`src/design/lmds_pkg.sv`:
```
`timescale 1ns / 1ps

package lmds_pkg;

   localparam int SEG_W           = 4;
   localparam int WORD_W          = 6;
   localparam int INDEX_W         = 7;
   localparam int POS_W           = 3;
   localparam int STORE_DEPTH     = 16;
   localparam int HOUR_POS        = 5;
   localparam int MINUTES_PER_SEG = 5;
   localparam int MINUTE_LIMIT    = 80;
   localparam int GREEN_SEG       = 12;
   localparam int RED_SEG         = 13;
   localparam int MIRROR_LIMIT    = 12;
   localparam int RECIP_5         = 205;
   localparam int RECIP_SHIFT     = 10;
   localparam int PROD_W          = 15;

   localparam int DEF_NUM_SEGMENTS      = 16;
   localparam int DEF_TICKS_PER_SEGMENT = 4;

   typedef enum logic [2:0] {
      MODE_TICK   = 3'd0,
      MODE_MINUTE = 3'd1,
      MODE_HOUR   = 3'd2,
      MODE_CENTER = 3'd3,
      MODE_CLEAR  = 3'd4,
      MODE_COMMIT = 3'd5
   } mode_type;

   typedef logic [WORD_W-1:0] word_type;

   typedef struct packed {
      logic [2:0]         mode;
      logic [INDEX_W-1:0] led_index;
      logic               led_on;
      logic               red_on;
      logic               green_on;
   } item_type;

   typedef struct packed {
      logic     update;
      item_type item;
   } store_cmd_type;

   // The index divided by five, by multiplying with a scaled reciprocal.
   function automatic logic [SEG_W-1:0] minute_segment(input logic [INDEX_W-1:0] idx);
      logic [PROD_W-1:0] prod;
      prod = PROD_W'(idx) * PROD_W'(RECIP_5);
      return SEG_W'(prod >> RECIP_SHIFT);
   endfunction

   function automatic logic [POS_W-1:0] minute_position(input logic [INDEX_W-1:0] idx,
                                                         input logic [SEG_W-1:0]   seg);
      logic [INDEX_W-1:0] base;
      base = INDEX_W'(seg) * INDEX_W'(MINUTES_PER_SEG);
      return POS_W'(idx - base);
   endfunction

endpackage

```
`src/design/lmds_store.sv`:
```
`timescale 1ns / 1ps

module lmds_store
   import lmds_pkg::*;
(
   input  logic              clock,
   input  logic              reset,
   input  store_cmd_type     cmd,
   input  logic [SEG_W-1:0]  draw_addr,
   output word_type          draw_word
);

   word_type edit_ff [STORE_DEPTH];
   word_type edit_in [STORE_DEPTH];
   word_type draw_ff [STORE_DEPTH];
   word_type draw_in [STORE_DEPTH];

   logic [SEG_W-1:0] min_seg;
   logic [POS_W-1:0] min_pos;

   assign min_seg   = minute_segment(cmd.item.led_index);
   assign min_pos   = minute_position(cmd.item.led_index, min_seg);
   assign draw_word = draw_ff[draw_addr];

   always_comb begin
      edit_in = edit_ff;
      draw_in = draw_ff;
      if (cmd.update) begin
         unique case (mode_type'(cmd.item.mode))
            MODE_MINUTE: begin
               if (cmd.item.led_index < INDEX_W'(MINUTE_LIMIT)) begin
                  edit_in[min_seg][min_pos] = cmd.item.led_on;
               end
            end
            MODE_HOUR: begin
               if (cmd.item.led_index < INDEX_W'(STORE_DEPTH)) begin
                  edit_in[SEG_W'(cmd.item.led_index)][HOUR_POS] = cmd.item.led_on;
               end
            end
            MODE_CENTER: begin
               edit_in[RED_SEG][0]   = cmd.item.red_on;
               edit_in[GREEN_SEG][0] = cmd.item.green_on;
            end
            MODE_CLEAR: begin
               edit_in = '{default: '0};
            end
            MODE_COMMIT: begin
               draw_in = edit_ff;
            end
            default: begin
            end
         endcase
      end
   end

   always_ff @(posedge clock) begin
      if (reset) begin
         edit_ff <= '{default: '0};
         draw_ff <= '{default: '0};
      end else begin
         edit_ff <= edit_in;
         draw_ff <= draw_in;
      end
   end

endmodule

```
`src/design/lmds_scan.sv`:
```
`timescale 1ns / 1ps

module lmds_scan
   import lmds_pkg::*;
#(
   parameter int NUM_SEGMENTS      = DEF_NUM_SEGMENTS,
   parameter int TICKS_PER_SEGMENT = DEF_TICKS_PER_SEGMENT
) (
   input  logic              clock,
   input  logic              reset,
   input  logic              tick_fire,
   input  word_type          draw_word,
   input  logic              rsp_tready,
   output logic [SEG_W-1:0]  scan_segment,
   output logic              out_free,
   output logic              rsp_valid,
   output logic [SEG_W-1:0]  rsp_mux_select,
   output word_type          rsp_led_pins
);

   localparam int LEVEL_W = (TICKS_PER_SEGMENT > 1) ? $clog2(TICKS_PER_SEGMENT) : 1;

   logic [LEVEL_W-1:0] level_ff;
   logic [LEVEL_W-1:0] level_in;
   logic [SEG_W-1:0]   seg_ff;
   logic [SEG_W-1:0]   seg_in;
   logic               rsp_valid_ff;
   logic               rsp_valid_in;
   logic [SEG_W-1:0]   mux_ff;
   word_type           pins_ff;
   word_type           pins_in;

   assign scan_segment   = seg_ff;
   assign out_free       = !rsp_valid_ff || rsp_tready;
   assign rsp_valid      = rsp_valid_ff;
   assign rsp_mux_select = mux_ff;
   assign rsp_led_pins   = pins_ff;

   // Odd segments below twelve have their minute LEDs wired in reverse order.
   always_comb begin
      pins_in = draw_word;
      if (seg_ff[0] && (seg_ff < SEG_W'(MIRROR_LIMIT))) begin
         for (int i = 0; i < MINUTES_PER_SEG; i++) begin
            pins_in[i] = draw_word[MINUTES_PER_SEG - 1 - i];
         end
      end
   end

   always_comb begin
      level_in = level_ff;
      seg_in   = seg_ff;
      if (tick_fire) begin
         if (level_ff == LEVEL_W'(TICKS_PER_SEGMENT - 1)) begin
            level_in = '0;
            if (seg_ff == SEG_W'(NUM_SEGMENTS - 1)) begin
               seg_in = '0;
            end else begin
               seg_in = seg_ff + SEG_W'(1);
            end
         end else begin
            level_in = level_ff + LEVEL_W'(1);
         end
      end
   end

   always_comb begin
      rsp_valid_in = rsp_valid_ff;
      if (tick_fire) begin
         rsp_valid_in = 1'b1;
      end else if (rsp_tready) begin
         rsp_valid_in = 1'b0;
      end
   end

   always_ff @(posedge clock) begin
      if (reset) begin
         level_ff     <= '0;
         seg_ff       <= '0;
         rsp_valid_ff <= 1'b0;
      end else begin
         level_ff     <= level_in;
         seg_ff       <= seg_in;
         rsp_valid_ff <= rsp_valid_in;
      end
   end

   always_ff @(posedge clock) begin
      if (tick_fire) begin
         mux_ff  <= seg_ff;
         pins_ff <= pins_in;
      end
   end

   a_level_range: assert property (@(posedge clock) disable iff (reset)
      level_ff <= LEVEL_W'(TICKS_PER_SEGMENT - 1))
      else $error("Level counter has left its range.");

endmodule

```
`src/design/led_mux_display_scan_top.sv`:
```
`timescale 1ns / 1ps

// Channel   Direction  Ports        Payload
// request   in         req_t*       mode, led_index, led_on, red_on, green_on
// response  out        rsp_t*       mux_select, led_pins (tick requests only)
//
// One request is taken per cycle unless a tick is stalled. A request is registered on
// entry and acted on in the next cycle unless stalled, a tick loading the output register.
// Reset clears both segment stores, the level counter and the scan segment.
// A stalled response holds a waiting tick request in the input register, and with it every
// request behind it; edit requests ahead of that tick have already completed.

module led_mux_display_scan_top
   import lmds_pkg::*;
#(
   parameter int NUM_SEGMENTS      = DEF_NUM_SEGMENTS,
   parameter int TICKS_PER_SEGMENT = DEF_TICKS_PER_SEGMENT
) (
   input  logic        clock,
   input  logic        reset,
   input  logic        req_tvalid,
   output logic        req_tready,
   // mode [2:0], led_index [9:3], led_on [10], red_on [11], green_on [12], zeros above
   input  logic [15:0] req_tdata,
   output logic        rsp_tvalid,
   input  logic        rsp_tready,
   // mux_select [3:0], led_pins [9:4], zeros above
   output logic [15:0] rsp_tdata
);

   logic             req_valid_ff;
   logic             req_valid_in;
   item_type         item_ff;
   item_type         item_in;
   logic             is_tick;
   logic             advance;
   logic             tick_fire;
   logic             out_free;
   logic [SEG_W-1:0] scan_segment;
   word_type         draw_word;
   logic [SEG_W-1:0] mux_select;
   word_type         led_pins;
   store_cmd_type    store_cmd;

   assign item_in.mode      = req_tdata[2:0];
   assign item_in.led_index = req_tdata[9:3];
   assign item_in.led_on    = req_tdata[10];
   assign item_in.red_on    = req_tdata[11];
   assign item_in.green_on  = req_tdata[12];

   assign is_tick    = (item_ff.mode == MODE_TICK);
   assign advance    = req_valid_ff && (!is_tick || out_free);
   assign tick_fire  = advance && is_tick;
   assign req_tready = !req_valid_ff || advance;

   assign store_cmd.update = advance;
   assign store_cmd.item   = item_ff;

   always_comb begin
      req_valid_in = req_valid_ff;
      if (req_tready) begin
         req_valid_in = req_tvalid;
      end
   end

   always_ff @(posedge clock) begin
      if (reset) begin
         req_valid_ff <= 1'b0;
      end else begin
         req_valid_ff <= req_valid_in;
      end
   end

   always_ff @(posedge clock) begin
      if (req_tvalid && req_tready) begin
         item_ff <= item_in;
      end
   end

   lmds_store u_store (
      .clock     (clock),
      .reset     (reset),
      .cmd       (store_cmd),
      .draw_addr (scan_segment),
      .draw_word (draw_word)
   );

   lmds_scan #(
      .NUM_SEGMENTS      (NUM_SEGMENTS),
      .TICKS_PER_SEGMENT (TICKS_PER_SEGMENT)
   ) u_scan (
      .clock          (clock),
      .reset          (reset),
      .tick_fire      (tick_fire),
      .draw_word      (draw_word),
      .rsp_tready     (rsp_tready),
      .scan_segment   (scan_segment),
      .out_free       (out_free),
      .rsp_valid      (rsp_tvalid),
      .rsp_mux_select (mux_select),
      .rsp_led_pins   (led_pins)
   );

   assign rsp_tdata = {6'd0, led_pins, mux_select};

   a_rsp_from_tick: assert property (@(posedge clock) disable iff (reset)
      $rose(rsp_tvalid) |-> $past(tick_fire))
      else $error("A response appeared without a tick request.");

   a_segment_range: assert property (@(posedge clock) disable iff (reset)
      rsp_tvalid |-> (mux_select < SEG_W'(NUM_SEGMENTS - 1) ||
                      mux_select == SEG_W'(NUM_SEGMENTS - 1)))
      else $error("Response names a segment that is never scanned.");

   a_tick_stall: assert property (@(posedge clock) disable iff (reset)
      (req_valid_ff && is_tick && rsp_tvalid && !rsp_tready) |-> !req_tready)
      else $error("A tick request was taken while the response register was full.");

endmodule
```
`config.mk`:
```
export PLATFORM = sky130hd
export DESIGN_NAME = led_mux_display_scan_top
export DESIGN_NICKNAME = d
export VERILOG_FILES = /design/src/design/lmds_pkg.sv /design/src/design/lmds_store.sv /design/src/design/lmds_scan.sv /design/src/design/led_mux_display_scan_top.sv
export SDC_FILE = /design/constraint.sdc
export NUM_CORES = 1
export LEC_CHECK = 0
export BUFFER_PORTS_ARGS = -buffer_cell sky130_fd_sc_hd__buf_4
export CORE_MARGIN = 2
export CORE_UTILIZATION = 69
export CTS_BUF_LIST = sky130_fd_sc_hd__clkbuf_2
export CTS_CLUSTER_DIAMETER = 120
export DETAILED_ROUTE_END_ITERATION = 8
export HOLD_SLACK_MARGIN = 0.02
export PLACE_DENSITY = 0.95
export SYNTH_ARGS = -nofsm -noshare
export SYNTH_HDL_FRONTEND = slang
export SYNTH_SLANG_ARGS = --single-unit
```
`constraint.sdc`:
```
create_clock -name clock -period 10.75 [get_ports clock]
set_clock_uncertainty 0.2 [all_clocks]
set_input_delay 0 -clock clock [delete_from_list [all_inputs] [get_ports clock]]
set_output_delay 0 -clock clock [all_outputs]
set_load 0.02 [all_outputs]
```
* Yosys cells after proc, flatten, opt, wreduce, memory -nomap -nowiden
Index checks and enable logic that the tools add are counted.
Storage, ports and cells: output and inout port bits 18, bits of input ports 20, flip-flop bits (word level) 223, logic and storage cells 116
Cells by class: equal/unequal tests 9, add/subtract/negate cells 3, reduce and logical (&&, ||, !) cells 21, multiplexer cells 23, bitwise gates (word level) 3, multiply operators 2, magnitude comparators 10
Operators with widths (count):
- $pmux W77 S3 | 1
- $bwmux W96 | 2
- $mux W96 | 2
- $demux W6 S4 | 2
- $pmux W12 S3 | 1
- $bmux W6 S4 | 1
- $mux W6 | 4
- $ge A5 B5 Y1 const B | 3
- $not A4 Y5 | 3
- $pmux W5 S3 | 1
- $mul A7 B8 Y14 const B | 1
- $lt A5 B1 Y1 const B | 2
- $pmux W1 S4 | 2
- $reduce_and A4 Y1 | 2
- $logic_and A1 B1 Y1 | 7
- $lt A7 B5 Y1 const B | 1
- $lt A7 B7 Y1 const B | 1
- $eq A3 B2 Y1 const B | 2
- $eq A3 B3 Y1 const B | 2
- $mux W5 | 1
- $add A4 B1 Y4 const B | 1
- $eq A4 B4 Y1 const B | 1
- $lt A3 B4 Y1 const B | 1
- $lt A4 B4 Y1 const B | 1
- other kinds (18) | 26

* Logic depth before layout (Yosys ltp)
depth in word-level cells 12, gate-level depth with buffers 25

* By module
From an unflattened synthesis, not the netlist that was laid out.
Second synthesis, totals: cell total of the unflattened synthesis 1278, area, all modules 11466.0 um^2
By module, submodules not included:
- lmds_store | seq. area each 3843.7 um^2, area an instance 10268.6 um^2, times used 1, cells an instance 1199
- lmds_scan | seq. area each 440.4 um^2, area an instance 666.9 um^2, times used 1, cells an instance 49
- led_mux_display_scan_top | seq. area each 410.4 um^2, area an instance 530.5 um^2, times used 1, cells an instance 30

* Worst setup path before layout
Ideal clock, no wire load.
kind reg-to-reg, start register item_ff[7] (netlist name), end register (tool-made name), stages on the path, launching flop included 24, data arrival time 5753 ps, clock period less this slack 6081 ps, setup time 128 ps, slack 4669 ps, path through edfxtp_1 -> ha_1 -> ha_1 -> fa_1 -> inv_1 -> fa_1 -> inv_1 -> ha_1 -> a211oi_1 -> or2_4 -> nor4_1 -> nor3_1 -> inv_1 -> clkbuf_1 -> nand2_1 -> o21ai_0 -> fa_1 -> xnor2_1 -> xnor3_2 -> nand2b_4 -> buf_2 -> buf_6 -> o311ai_1 -> o21ai_1
RTL lines:
- start, declared | line led_mux_display_scan_top.sv:33 | item_type item_ff;
- start signal, assigned | line led_mux_display_scan_top.sv:76 | item_ff <= item_in;

==> impl_summary.md <==
Synthesis
The number of synthesized register bits is 223. The mean instance size in the synthesized netlist is 8.94 µm². The fraction of the yosys area taken by sequential cells is 43.4%. The post-synthesis cell count is 1209. The Yosys step of the flow raised 0 warnings. The fraction of registers with async set or reset after synthesis is 0%. The post-synth design cell area is 10800 µm². The synthesized netlist contains 66 unique library cells. The number of enable flip-flop cells after synthesis is 23. The primary flip-flop cell chosen by synthesis mapping is dfxtp_1.

GRT
The total routing resource utilization after global routing is 34.6%. The initial antenna violation count is 1. The via count of the first global-routing pass is 9402.

The first global-routing pass estimated 45800 µm of wire. Entering global routing, the biggest net connects 97 pins. The overflow left after global routing is 0.

Routing
The post-route antenna net violation count is 0. The number of DRC markers in iteration 0 is 1486. The final layout contains routed wiring with a total length of 28700 µm. The first TritonRoute pass finished after 6 iterations. After detailed routing, the number of remaining DRC violations is 0. The ratio of routed vias to standard cells is 6.57. The total number of vias is 9744.

The average wire per cell in the routed design is 19.4 µm.

Timing
The final period utilization is 72.0%. Setup repair after global routing left no endpoint under its margin. Timing would allow up to 129 MHz.

The worst pin sits at a relative slew slack of 21.5%. For the pin with the worst max-slew slack, the measured transition is 1180 ps. Setup violations remaining at the end of the flow were counted as 0. The count of final hold-check violations is 0. The smallest clock period supported by the final layout is computed as 7740 ps. The max-slew violation count is 0.

The final sum of negative setup slack is 0 ps.

Critical path
The required time of the critical path is 11190 ps. On the critical path the largest part of the delay comes from adder cells. The number of buffer and inverter instances along the worst setup path is 6. By instance count, the cell type seen most on the critical path is inv_1. The data arrival time of the worst path is 8190 ps. The type of origin of the critical path is a flop. The cell type of the slowest stage on the worst timing path is nor3_1. In this design, the stage delay of the slowest critical-path cell is 730 ps. Traced cell by cell, the critical path runs through ha_1 -> inv_1 -> fa_1 -> inv_1 -> ha_1 -> inv_1 -> fa_1 -> inv_1 -> ha_1 -> a211oi_1 -> nor2_1 -> a211oi_1 -> nor3_1 -> buf_4 -> inv_1 -> ha_1 -> xnor2_1 -> xnor2_1 -> nand2b_1 -> nor3_1 -> mux2i_1 -> o21ai_0 -> a221oi_1.

Along the worst path, the maximum fanout reaches 21. The element type at the critical path end is a flop. The setup path with the least slack is of type flop to flop.

Placed design
In this run the tool buffered the top-level ports with 28 buffer cells. The HPWL after detailed placement is 16900 µm. Summing all placed instances gives a cell area of 10900 µm².

At the end of routability-driven placement, the weighted congestion stood at 0.975.

Floorplan
The total number of placement rows is 45. The initial utilization of the core area, before any placement, comes to 70.8%. The die is 129 µm wide. The vertical extent of the die is 129 µm. The total core area is 15300 µm². The die area is 16700 µm². For this design the top-level I/O count stands at 38.

Clock tree
The clock tree from TritonCTS is done. The number of clock buffers added by TritonCTS is 55. Counting every sink on the clock net gives 223. The number of gates resized after CTS is 0.

The longest clock path from root to sink contains 3 buffers. The root cell of the clock tree is clkbuf_2. The clock-pin slew of the registers on the worst-case setup and hold paths is 110 ps.

The clock reaches the later pin of the worst-skew pair after 840 ps. CTS built an H-tree with a depth of 2.

Finish
The final net count is 1305. In the final layout, the share of cells above drive strength 1 is 14.4%. The final non-filler cell area is 11800 µm². The area added between synthesis and finish is 9.12%. The filler cell count in the final layout is 1032.

Power and ir drop
The total power divided by cell area is 211 nW/µm². The largest voltage drop on the vdd net is 0.200 mV. The static leakage is 4.11 nW.

Min path
The tightest min-delay check is of the flop to flop type.

Run
The tool flagged a number of max-cap violations equal to 0.

Run status
The flow ran to the end, and the final reports show no timing, DRC or antenna violations.
==> logic make-up (layout without fill, tap and decap cells) <==
family / Yosys count / count (layout) / synth area share, %
compound gates: 351 / 351 / 20.0
xor+xnor: 11 / 11 / 1.33
fa+ha+maj: 49 / 49 / 6.30
buf+inv: 141 / 198 / 5.31
flops: 223 / 223 / 43.4
mux: 49 / 49 / 8.14
other cells: 1 / 7 / 0.0347
simple gates: 384 / 384 / 15.4
==> per-stage QoR <==
stage                     util, %  hold slack, ps  power [mW]  std cells  setup WS, ps
final                        77.3             187        2.49       1483          3010
after CTS                    77.3             177        2.44       1482          3380
after global routing         77.3             225        2.58       1483          2690
after floorplan                 -            -101        1.63       1214          4670
after detailed placement     71.8           -20.4        1.88       1355          3400
after global placement       71.8           -21.6        1.85       1355          3610
==> Yosys cell counts, types with 11 or more instances <==
library cell    n  area share [%]
inv_1          36             1.3
o211ai_1       39             2.7
nor2_1         38             1.3
dfxtp_1       200              37
nor3_1         12            0.56
clkbuf_1       82             2.8
o21ai_1        42             1.9
nand3_1        41             1.9
o21ai_0        62             2.9
a21oi_1       127             5.9
mux4_2         30             6.3
ha_1           40             4.6
o311ai_0       29             2.4
nand2_1       246             8.5
edfxtp_1       23             6.4
mux2_2         11             1.1
a221oi_1       15             1.2
==> placed cells by master (no fill, tap or decap), types with 8 or more instances in the layout <==
cell and instances:
o211ai_1 39, inv_1 36, a221oi_1 15, nand3_1 40, nor2_1 38, o311ai_1 10, ha_1 40, o21ai_0 62
mux2_2 11, edfxtp_1 23, dlygate4sd3_1 34, a21oi_1 127, o311ai_0 29, dfxtp_1 198, nor3_1 12, mux2i_1 8
nand4_1 8, fa_1 9, o21ai_1 42, nand2_1 246, mux4_2 30, buf_4 35, clkbuf_2 78
==> final timing paths <==
path | startpoint | to | slack (ps) | cells past startpoint
max | item_ff[7] | flop | 3010 | 23
min | flop | u_store.draw_ff[60] | 190 | 2
max reg2reg | item_ff[7] | flop | 3010 | 23
min reg2reg | flop | u_store.draw_ff[60] | 190 | 2
==> per-layer routing <==
metal | up-vias | share of wire [%] | global-route usage [%]
met4 | 0 | 3.1 | 15.7
met3 | 99 | 11 | 7.68
met2 | 658 | 49 | 58.0
met1 | 4569 | 36 | 42.9
met5 | - | 0 | 0
li1 | 4418 | - | -
==> final cells by class <==
type / count / area, µm² / area share, %
multi-input combinational: 850 / 5590 / 47.4
sequential: 223 / 4700 / 39.8
antenna: 1 / 2.50 / 0.0212
clock inverter: 14 / 88.8 / 0.753
clock buffer: 78 / 390 / 3.31
inverter: 36 / 135 / 1.15
tap: 211 / 264 / 2.24
timing repair buffer: 70 / 623 / 5.28
==> power breakdown <==
| group | internal, mW | leakage [nW] | switching (mW) |
|---|---|---|---|
| Clock | 0.220 | 0.376 | 0.344 |
| Sequential | 0.847 | 1.84 | 0.0137 |
| Combinational | 0.276 | 1.89 | 0.790 |
| Total | 1.34 | 4.11 | 1.15 |
==> tightest hold or removal path: stages (launching register included) <==
cell and delay, ps:
dfxtp_1 320, nand2_1 60, a21oi_1 50
==> timing repair <==
action,CTS,global route
setup buffers,0,0
hold buffers,35,0
hold endpoints to repair,146,0
(Power assumes the default switching activity.)
